--- src/rtl/core/rgbw_pkg.sv ---
// shared types and constants of the rgb to rgbw converter
package rgbw_pkg;

    localparam int CH_W        = 8;
    localparam int WORK_W      = 2 * CH_W;
    localparam int NUM_COLOURS = 3;
    localparam int NUM_LANES   = 4;

    // divider lanes: one per colour plus one for white
    localparam int LANE_RED   = 0;
    localparam int LANE_GREEN = 1;
    localparam int LANE_BLUE  = 2;
    localparam int LANE_WHITE = 3;

    typedef struct packed {
        logic [CH_W-1:0] red_in;
        logic [CH_W-1:0] green_in;
        logic [CH_W-1:0] blue_in;
    } pix_in_t;

    typedef struct packed {
        logic [CH_W-1:0] red_out;
        logic [CH_W-1:0] green_out;
        logic [CH_W-1:0] blue_out;
        logic [CH_W-1:0] white_out;
    } pix_out_t;

    typedef struct packed {
        logic [NUM_COLOURS-1:0][CH_W-1:0] colour;
        logic [CH_W-1:0]                  hi;
        logic [CH_W-1:0]                  lo;
    } range_t;

    // work word per lane: upper half partial remainder, lower half dividend/quotient
    typedef struct packed {
        logic                             partial;
        logic [NUM_COLOURS-1:0][CH_W-1:0] colour;
        logic [NUM_COLOURS-1:0][CH_W-1:0] full;
        logic [CH_W-1:0]                  hi;
        logic [CH_W-1:0]                  den;
        logic [NUM_LANES-1:0][WORK_W-1:0] work;
    } div_t;

endpackage

--- src/rtl/core/rgb_to_rgbw_converter.sv ---
// top level of the rgb to rgbw pixel converter
// path from request accepted to m_valid: range, product, divider and output stage registers
// throughput: one pixel per cycle while the sink is ready; the restoring divider is split across pipeline stages
// each stage holds its request until the next one takes it, so a stall loses nothing
// reset: synchronous active-low aresetn clears every stage valid bit, data regs keep state
module rgb_to_rgbw_converter #(
    parameter int DIV_BITS_PER_STAGE = 2
) (
    input  logic              aclk,
    input  logic              aresetn,
    input  logic              s_valid,
    output logic              s_ready,
    input  rgbw_pkg::pix_in_t  s_data,
    output logic              m_valid,
    input  logic              m_ready,
    output rgbw_pkg::pix_out_t m_data
);
    import rgbw_pkg::*;

    // quotients are 8 bits wide, so the divider needs this many stages
    localparam int DIV_STAGES = CH_W / DIV_BITS_PER_STAGE;

    // stage 1 -> stage 2 link
    logic   range_valid;
    logic   range_ready;
    range_t range_data;

    // divider chain: index 0 is the product stage, last index feeds the output stage
    logic [DIV_STAGES:0] div_valid;
    logic [DIV_STAGES:0] div_ready;
    div_t                div_data [DIV_STAGES+1];

    // stage 1: max and min of the three channels
    rgbw_range u_range (
        .aclk      (aclk),
        .aresetn   (aresetn),
        .in_valid  (s_valid),
        .in_ready  (s_ready),
        .in_data   (s_data),
        .out_valid (range_valid),
        .out_ready (range_ready),
        .out_data  (range_data)
    );

    // stage 2: numerators, divisor, full-mode colours, mode flag
    rgbw_mult u_mult (
        .aclk      (aclk),
        .aresetn   (aresetn),
        .in_valid  (range_valid),
        .in_ready  (range_ready),
        .in_data   (range_data),
        .out_valid (div_valid[0]),
        .out_ready (div_ready[0]),
        .out_data  (div_data[0])
    );

    // divider stages: four lanes in parallel, DIV_BITS_PER_STAGE quotient bits each
    for (genvar i = 0; i < DIV_STAGES; i++) begin : g_div
        rgbw_div_step #(
            .BITS_PER_STAGE (DIV_BITS_PER_STAGE)
        ) u_div_step (
            .aclk      (aclk),
            .aresetn   (aresetn),
            .in_valid  (div_valid[i]),
            .in_ready  (div_ready[i]),
            .in_data   (div_data[i]),
            .out_valid (div_valid[i+1]),
            .out_ready (div_ready[i+1]),
            .out_data  (div_data[i+1])
        );
    end

    // final stage: subtract rounded-up reduction, pick mode; black pixel lands in full mode
    rgbw_out u_out (
        .aclk      (aclk),
        .aresetn   (aresetn),
        .in_valid  (div_valid[DIV_STAGES]),
        .in_ready  (div_ready[DIV_STAGES]),
        .in_data   (div_data[DIV_STAGES]),
        .out_valid (m_valid),
        .out_ready (m_ready),
        .out_data  (m_data)
    );

    // a finished partial-mode division leaves every remainder below the divisor
    assert property (@(posedge aclk) disable iff (!aresetn)
        div_valid[DIV_STAGES] && div_data[DIV_STAGES].partial |->
            (div_data[DIV_STAGES].work[LANE_RED][WORK_W-1:CH_W]   < div_data[DIV_STAGES].den) &&
            (div_data[DIV_STAGES].work[LANE_GREEN][WORK_W-1:CH_W] < div_data[DIV_STAGES].den) &&
            (div_data[DIV_STAGES].work[LANE_BLUE][WORK_W-1:CH_W]  < div_data[DIV_STAGES].den) &&
            (div_data[DIV_STAGES].work[LANE_WHITE][WORK_W-1:CH_W] < div_data[DIV_STAGES].den))
    else $error("divider remainder not below divisor");

    // partial extraction always gives less white than the largest channel
    assert property (@(posedge aclk) disable iff (!aresetn)
        div_valid[DIV_STAGES] && div_data[DIV_STAGES].partial |->
            div_data[DIV_STAGES].work[LANE_WHITE][CH_W-1:0] < div_data[DIV_STAGES].hi)
    else $error("partial white not below max channel");

    // with the sink ready the whole pipeline flows
    assert property (@(posedge aclk) disable iff (!aresetn)
        m_ready |-> s_ready)
    else $error("pipeline stalls with sink ready");

    // reset empties the pipeline
    assert property (@(posedge aclk)
        $past(!aresetn) |-> !m_valid && !range_valid && !div_valid[0])
    else $error("valid bits not cleared by reset");

endmodule

--- src/rtl/core/rgbw_range.sv ---
// first stage: largest and smallest channel of the pixel
module rgbw_range (
    input  logic             aclk,
    input  logic             aresetn,
    input  logic             in_valid,
    output logic             in_ready,
    input  rgbw_pkg::pix_in_t in_data,
    output logic             out_valid,
    input  logic             out_ready,
    output rgbw_pkg::range_t  out_data
);
    import rgbw_pkg::*;

    logic      valid_reg;
    range_t    data_reg;
    range_t    data_next;
    logic [CH_W-1:0] max_rg;
    logic [CH_W-1:0] min_rg;

    assign in_ready = !valid_reg || out_ready;

    always_comb begin
        max_rg = (in_data.red_in > in_data.green_in) ? in_data.red_in : in_data.green_in;
        min_rg = (in_data.red_in < in_data.green_in) ? in_data.red_in : in_data.green_in;
        data_next.colour[LANE_RED]   = in_data.red_in;
        data_next.colour[LANE_GREEN] = in_data.green_in;
        data_next.colour[LANE_BLUE]  = in_data.blue_in;
        data_next.hi = (max_rg > in_data.blue_in) ? max_rg : in_data.blue_in;
        data_next.lo = (min_rg < in_data.blue_in) ? min_rg : in_data.blue_in;
    end

    always_ff @(posedge aclk) begin
        if (!aresetn) begin
            valid_reg <= 1'b0;
        end else if (in_ready) begin
            valid_reg <= in_valid;
        end
    end

    always_ff @(posedge aclk) begin
        if (in_valid && in_ready) begin
            data_reg <= data_next;
        end
    end

    assign out_valid = valid_reg;
    assign out_data  = data_reg;

endmodule

--- src/rtl/core/rgbw_mult.sv ---
// second stage: products, divisor and full-extraction colours
module rgbw_mult (
    input  logic            aclk,
    input  logic            aresetn,
    input  logic            in_valid,
    output logic            in_ready,
    input  rgbw_pkg::range_t in_data,
    output logic            out_valid,
    input  logic            out_ready,
    output rgbw_pkg::div_t   out_data
);
    import rgbw_pkg::*;

    logic  valid_reg;
    div_t  data_reg;
    div_t  data_next;
    logic [CH_W-1:0]   den;
    logic [CH_W-1:0]   gap;
    logic [WORK_W-1:0] prod;
    logic [WORK_W:0]   num_up;
    logic [CH_W:0]     twice;

    assign in_ready = !valid_reg || out_ready;

    always_comb begin
        den = in_data.hi - in_data.lo;
        data_next         = '0;
        data_next.colour  = in_data.colour;
        data_next.hi      = in_data.hi;
        data_next.den     = den;
        // 2m < M decides between partial and full white extraction
        data_next.partial = {in_data.lo, 1'b0} < {1'b0, in_data.hi};
        data_next.work[LANE_WHITE] = WORK_W'(in_data.lo) * WORK_W'(in_data.hi);
        for (int c = 0; c < NUM_COLOURS; c++) begin
            gap    = in_data.hi - in_data.colour[c];
            prod   = WORK_W'(in_data.lo) * WORK_W'(gap);
            // bias by den - 1 so the truncating divide rounds up
            num_up = {1'b0, prod} + {{(WORK_W-CH_W+1){1'b0}}, den}
                     - {{WORK_W{1'b0}}, 1'b1};
            data_next.work[c] = num_up[WORK_W-1:0];
            twice  = {in_data.colour[c], 1'b0};
            data_next.full[c] = (twice > {1'b0, in_data.hi})
                                ? (twice[CH_W-1:0] - in_data.hi) : '0;
        end
    end

    always_ff @(posedge aclk) begin
        if (!aresetn) begin
            valid_reg <= 1'b0;
        end else if (in_ready) begin
            valid_reg <= in_valid;
        end
    end

    always_ff @(posedge aclk) begin
        if (in_valid && in_ready) begin
            data_reg <= data_next;
        end
    end

    assign out_valid = valid_reg;
    assign out_data  = data_reg;

endmodule

--- src/rtl/core/rgbw_div_step.sv ---
// restoring divider stage: BITS_PER_STAGE quotient bits for all four lanes
module rgbw_div_step #(
    parameter int BITS_PER_STAGE = 2
) (
    input  logic          aclk,
    input  logic          aresetn,
    input  logic          in_valid,
    output logic          in_ready,
    input  rgbw_pkg::div_t in_data,
    output logic          out_valid,
    input  logic          out_ready,
    output rgbw_pkg::div_t out_data
);
    import rgbw_pkg::*;

    logic  valid_reg;
    div_t  data_reg;
    div_t  data_next;
    logic [WORK_W-1:0] w;
    logic [CH_W:0]     trial;
    logic [CH_W:0]     diff;

    assign in_ready = !valid_reg || out_ready;

    always_comb begin
        data_next = in_data;
        for (int l = 0; l < NUM_LANES; l++) begin
            w = in_data.work[l];
            for (int s = 0; s < BITS_PER_STAGE; s++) begin
                trial = {w[WORK_W-1:CH_W], w[CH_W-1]};
                diff  = trial - {1'b0, in_data.den};
                if (trial >= {1'b0, in_data.den}) begin
                    w = {diff[CH_W-1:0], w[CH_W-2:0], 1'b1};
                end else begin
                    w = {trial[CH_W-1:0], w[CH_W-2:0], 1'b0};
                end
            end
            data_next.work[l] = w;
        end
    end

    always_ff @(posedge aclk) begin
        if (!aresetn) begin
            valid_reg <= 1'b0;
        end else if (in_ready) begin
            valid_reg <= in_valid;
        end
    end

    always_ff @(posedge aclk) begin
        if (in_valid && in_ready) begin
            data_reg <= data_next;
        end
    end

    assign out_valid = valid_reg;
    assign out_data  = data_reg;

endmodule

--- src/rtl/core/rgbw_out.sv ---
// last stage: colour reduction and choice between the two extraction modes
module rgbw_out (
    input  logic              aclk,
    input  logic              aresetn,
    input  logic              in_valid,
    output logic              in_ready,
    input  rgbw_pkg::div_t     in_data,
    output logic              out_valid,
    input  logic              out_ready,
    output rgbw_pkg::pix_out_t out_data
);
    import rgbw_pkg::*;

    logic     valid_reg;
    pix_out_t data_reg;
    pix_out_t data_next;
    logic [NUM_COLOURS-1:0][CH_W-1:0] res;
    logic [CH_W-1:0] sub;
    logic [CH_W-1:0] white;

    assign in_ready = !valid_reg || out_ready;

    always_comb begin
        for (int c = 0; c < NUM_COLOURS; c++) begin
            sub = in_data.work[c][CH_W-1:0];
            if (in_data.partial) begin
                res[c] = (sub > in_data.colour[c]) ? '0 : (in_data.colour[c] - sub);
            end else begin
                res[c] = in_data.full[c];
            end
        end
        white = in_data.partial ? in_data.work[LANE_WHITE][CH_W-1:0] : in_data.hi;
        data_next.red_out   = res[LANE_RED];
        data_next.green_out = res[LANE_GREEN];
        data_next.blue_out  = res[LANE_BLUE];
        data_next.white_out = white;
    end

    always_ff @(posedge aclk) begin
        if (!aresetn) begin
            valid_reg <= 1'b0;
        end else if (in_ready) begin
            valid_reg <= in_valid;
        end
    end

    always_ff @(posedge aclk) begin
        if (in_valid && in_ready) begin
            data_reg <= data_next;
        end
    end

    assign out_valid = valid_reg;
    assign out_data  = data_reg;

endmodule
--- config.mk ---
export PLATFORM = sky130hd
export DESIGN_NAME = rgb_to_rgbw_converter
export DESIGN_NICKNAME = d
export VERILOG_FILES = /design/src/rtl/core/rgbw_pkg.sv /design/src/rtl/core/rgb_to_rgbw_converter.sv /design/src/rtl/core/rgbw_range.sv /design/src/rtl/core/rgbw_mult.sv /design/src/rtl/core/rgbw_div_step.sv /design/src/rtl/core/rgbw_out.sv
export SDC_FILE = /design/constraint.sdc
export NUM_CORES = 2
export LEC_CHECK = 0
export BUFFER_PORTS_ARGS = -buffer_cell sky130_fd_sc_hd__buf_4
export CAP_MARGIN = 10
export CORE_UTILIZATION = 55
export DETAILED_ROUTE_END_ITERATION = 12
export PLACE_DENSITY = 0.8
export REMOVE_ABC_BUFFERS = 1
export SLEW_MARGIN = 20
export SYNTH_ARGS = -nofsm -noshare
export SYNTH_HDL_FRONTEND = slang
export SYNTH_SLANG_ARGS = --single-unit
--- constraint.sdc ---
create_clock -name aclk -period 15.5 [get_ports aclk]
set_clock_uncertainty 0.05 [all_clocks]
set_input_delay 1.55 -clock aclk [delete_from_list [all_inputs] [get_ports aclk]]
set_output_delay 1.55 -clock aclk [all_outputs]
set_load 0.005 [all_outputs]
==> impl_metrics.xml <==
<?xml version="1.0" encoding="UTF-8"?>
<metrics>
  <group name="cts">
    <metric name="clock-sinks" unit="">684</metric>
    <metric name="clock_tree_root_driver_cell" unit="">sky130_fd_sc_hd__clkbuf_16</metric>
    <metric name="cts_post_setup_buffers_inserted" unit="">0</metric>
    <metric name="cts-hold-fix-buffers" unit="">0</metric>
    <metric name="max-clock-path-buffers" unit="">3</metric>
    <metric name="cts_buffers" unit="">69</metric>
    <metric name="clkSlewWorstSetupHoldPaths" unit="ns">0.06</metric>
    <metric name="cts.htree.levels" unit="">3</metric>
    <metric name="cts_tree" unit="">built</metric>
    <metric name="worstSkewPairLatency" unit="ns">0.63</metric>
    <metric name="cts-resized-gates" unit="">0</metric>
  </group>
  <group name="floorplan">
    <metric name="die_h" unit="um">295</metric>
    <metric name="core_region_area" unit="um^2">84200</metric>
    <metric name="die_area" unit="um^2">86900</metric>
    <metric name="die_width" unit="um">295</metric>
    <metric name="initial_util" unit="%">56.0</metric>
    <metric name="rows" unit="">106</metric>
    <metric name="top_level_port_count" unit="">62</metric>
  </group>
  <group name="grt">
    <metric name="grt_antenna_before_repair" unit="">3</metric>
    <metric name="grt_usage" unit="%">24.2</metric>
    <metric name="grt_start_max_net_pins" unit="">130</metric>
    <metric name="global_route.overflow_total" unit="">0</metric>
    <metric name="vias_in_the_first_global_route" unit="">30400</metric>
    <metric name="grt_pass1_wl" unit="um">163000</metric>
  </group>
  <group name="setup_path">
    <metric name="worst_ep_arrival_time" unit="ns">8.44</metric>
    <metric name="cp-end-kind" unit="">flop</metric>
    <metric name="critical_path_required" unit="ns">15.83</metric>
    <metric name="critical_path.startpoint_type" unit="">flop</metric>
    <metric name="critPathMaxFanout" unit="">15</metric>
    <metric name="reg2regPathDepth" unit="">25</metric>
    <metric name="worst_setup_path_class" unit="">flop to flop</metric>
  </group>
  <group name="routing">
    <metric name="vias" unit="">30800</metric>
    <metric name="drt-pass1-iter-count" unit="">6</metric>
    <metric name="wl_met3" unit="um">7570</metric>
    <metric name="first_iter_violations" unit="">2387</metric>
    <metric name="routed.top_layer" unit="">met4</metric>
    <metric name="route.detailed.drc" unit="">0</metric>
    <metric name="routed_wire_length_per_instance" unit="um">19.3</metric>
    <metric name="final_wl" unit="um">104000</metric>
    <metric name="drt-met1-wl" unit="um">43200</metric>
    <metric name="route.detailed.vias_per_inst" unit="">5.73</metric>
    <metric name="postRouteAntennaNets" unit="">0</metric>
    <metric name="wl_met2" unit="um">49000</metric>
  </group>
  <group name="sta">
    <metric name="final_period_minus_worst_setup_slack" unit="ns">8.11</metric>
    <metric name="fmax" unit="MHz">123</metric>
    <metric name="report.final.slew_viol_count" unit="">0</metric>
    <metric name="max_slew.worst_pin.slew" unit="ns">1.12</metric>
    <metric name="unrepaired_setup_endpoints_after_global_routing" unit="">no</metric>
    <metric name="slew-limit-headroom" unit="%">24.5</metric>
    <metric name="min_period_over_period" unit="%">52.3</metric>
    <metric name="setup_viol" unit="">0</metric>
    <metric name="setup_tns" unit="ns">0</metric>
    <metric name="final_hold_viol_count" unit="">0</metric>
  </group>
  <group name="yosys">
    <metric name="yosysUniqueCellTypes" unit="">80</metric>
    <metric name="main_combinational_cell_family_by_area_after_synthesis" unit="">adder cells</metric>
    <metric name="area_share_of_xor_xnor_cells_in_the_synthesized_design" unit="%">4.00</metric>
    <metric name="yosysSeqAreaShare" unit="%">43.4</metric>
    <metric name="netlist_instances" unit="">4062</metric>
    <metric name="synth_compound_gate_area_share" unit="%">10.5</metric>
    <metric name="async_flop_share" unit="%">0</metric>
    <metric name="synth_simple_gate_area_share" unit="%">9.16</metric>
    <metric name="count_of_flip_flops_with_a_built_in_enable_after_synthesis" unit="">677</metric>
    <metric name="ys_ff_latch" unit="">684</metric>
    <metric name="mappedNetlistArea" unit="um^2">47100</metric>
    <metric name="synth.yosys.warnings" unit="">0</metric>
    <metric name="post_synth_mux_area_share" unit="%">4.48</metric>
    <metric name="syn_area_per_cell" unit="um^2">11.6</metric>
    <metric name="arithmetic_cell_share_of_the_synthesized_area_counting_full_adders_half_adders_and_majority_gates" unit="%">23.9</metric>
    <metric name="ys.flop_type" unit="">sky130_fd_sc_hd__edfxtp_1</metric>
  </group>
  <group name="min_path">
    <metric name="timing.hold.worst_path_depth" unit="">0</metric>
    <metric name="min_path_type" unit="">flop to flop</metric>
  </group>
  <group name="layout">
    <metric name="final_cell_mix" unit="">sky130_fd_sc_hd__edfxtp_1, sky130_fd_sc_hd__ha_1, sky130_fd_sc_hd__inv_1</metric>
    <metric name="layout_commonest_cell" unit="">sky130_fd_sc_hd__edfxtp_1</metric>
    <metric name="multi_input_comb_area" unit="um^2">24600</metric>
    <metric name="area.growth.synth_to_final" unit="%">9.05</metric>
    <metric name="layout.area.seq" unit="um^2">20500</metric>
    <metric name="layout-drive-gt1-share" unit="%">9.07</metric>
    <metric name="n_fill_cell" unit="">6367</metric>
    <metric name="nNetsFinal" unit="">4980</metric>
  </group>
  <group name="run">
    <metric name="maxCapViolations" unit="">0</metric>
  </group>
  <group name="placed_design">
    <metric name="gp_routability_congestion" unit="">0.885</metric>
    <metric name="place_hpwl" unit="um">75700</metric>
    <metric name="io_buffers" unit="">61</metric>
  </group>
  <group name="outcome">
    <metric name="status" unit="">completed</metric>
  </group>
</metrics>
[final timing paths]
kind,startpoint,end,slack [ns]
max,u_range.out_data[8],u_mult.out_data[47],7.39
min,g_div[1].u_div_step.out_data[104],g_div[2].u_div_step.out_data[104],0.35
max reg2reg,u_range.out_data[8],u_mult.out_data[47],7.39
min reg2reg,g_div[1].u_div_step.out_data[104],g_div[2].u_div_step.out_data[104],0.35
[metrics by stage]
stage | setup WS (ns) | instances | cell area (um^2) | utilization [%] | hold WS (ns)
5_1_grt | 7.06 | 5369 | 51400 | 61.0 | 0.361
2_1_floorplan | 3.25 | 4022 | 47000 | - | 0.350
6_report | 7.39 | 5374 | 51400 | 61.0 | 0.353
3_3_place_gp | 7.75 | 5243 | 49100 | 58.4 | 0.350
3_5_place_dp | 7.58 | 5243 | 49100 | 58.4 | 0.355
4_1_cts | 7.54 | 5369 | 51400 | 61.0 | 0.344
[layer usage]
layer	track usage (%)	vias to the layer above
met1	31.9	14800
met2	39.9	1025
met5	0	-
met4	9.39	0
met3	3.96	223
li1	-	14700
[layout make-up]
| class | instances | area share, % |
|---|---|---|
| clock inverters | 43 | 0.872 |
| repair buffers | 87 | 1.32 |
| multi-input cells | 2813 | 47.9 |
| clock buffers | 83 | 3.46 |
| diodes | 5 | 0.0243 |
| inverters | 525 | 3.83 |
| well taps | 1134 | 2.76 |
| flip-flops and latches | 684 | 39.8 |
[synth_stat cells, drive strengths merged (6+ instances only)]
| cell type | instances | share of area (%) |
|---|---|---|
| edfxtp | 677 | 43 |
| ha | 557 | 15 |
| inv | 523 | 4.2 |
| nand2 | 252 | 2.0 |
| fa | 215 | 9.1 |
| nor2 | 211 | 1.7 |
| o21ai | 192 | 2.0 |
| a21oi | 169 | 1.8 |
| xnor2 | 153 | 2.8 |
| mux2 | 150 | 3.6 |
| nor2b | 86 | 1.2 |
| o21a | 77 | 1.2 |
| and2 | 75 | 1.0 |
| a21o | 74 | 1.2 |
| xor2 | 62 | 1.2 |
| nand2b | 61 | 0.81 |
| nor3 | 55 | 0.58 |
| nand4 | 43 | 0.57 |
| mux2i | 42 | 0.89 |
| clkbuf | 35 | 0.28 |
| o21bai | 33 | 0.53 |
| nand3 | 28 | 0.30 |
| a211oi | 23 | 0.43 |
| a21boi | 22 | 0.35 |
| o22ai | 22 | 0.31 |
| o31ai | 22 | 0.36 |
| a31oi | 17 | 0.24 |
| o211ai | 16 | 0.27 |
| o31a | 15 | 0.28 |
| and3 | 12 | 0.16 |
| or2 | 12 | 0.16 |
| a211o | 11 | 0.20 |
| and4 | 7 | 0.13 |
| dfxtp | 7 | 0.30 |
| or3 | 7 | 0.093 |
| a31o | 6 | 0.11 |
| o211a | 6 | 0.13 |
[cell families after synthesis]
group / Yosys count
DFF: 684
and+or+nand+nor: 876
xor gates and xnor gates: 215
AOI/OAI and AO/OA: 758
adders and majority gates: 772
muxes: 192
buffers and inverters: 565
[state kept, by name (all words and copies together), names as in the netlist]
| register | count |
|---|---|
| u_mult.out_valid | 1 |
| u_out.out_valid | 1 |
| u_range.out_data | 40 |
| u_range.out_valid | 1 |
| g_div.u_div_step.out_valid | 4 |
| u_mult.out_data | 129 |
| u_out.out_data | 32 |
| g_div.u_div_step.out_data | 476 |
[worst max-delay path, cell delays in order, from the launching register on]
cell and delay (ns):
sky130_fd_sc_hd__edfxtp_1 0.86, sky130_fd_sc_hd__clkinv_1 0.89, sky130_fd_sc_hd__ha_1 0.53, sky130_fd_sc_hd__nor2b_1 0.11
sky130_fd_sc_hd__o21ai_0 0.10, sky130_fd_sc_hd__a21boi_0 0.25, sky130_fd_sc_hd__o21ai_0 0.14, sky130_fd_sc_hd__nor2b_1 0.16
sky130_fd_sc_hd__xnor2_1 0.56, sky130_fd_sc_hd__and2_1 0.26, sky130_fd_sc_hd__fa_1 0.40, sky130_fd_sc_hd__inv_1 0.08
sky130_fd_sc_hd__fa_1 0.40, sky130_fd_sc_hd__inv_1 0.10, sky130_fd_sc_hd__fa_1 0.42, sky130_fd_sc_hd__fa_1 0.54
sky130_fd_sc_hd__inv_1 0.05, sky130_fd_sc_hd__fa_1 0.49, sky130_fd_sc_hd__inv_1 0.04, sky130_fd_sc_hd__ha_1 0.36
sky130_fd_sc_hd__a21o_1 0.18, sky130_fd_sc_hd__a31o_2 0.23, sky130_fd_sc_hd__a41oi_1 0.30, sky130_fd_sc_hd__o21ai_0 0.13
sky130_fd_sc_hd__o211ai_1 0.12, sky130_fd_sc_hd__xnor2_1 0.10
Power is not shown: default switching activity piles up to over one toggle a cycle in this logic, so the estimate is an artifact.
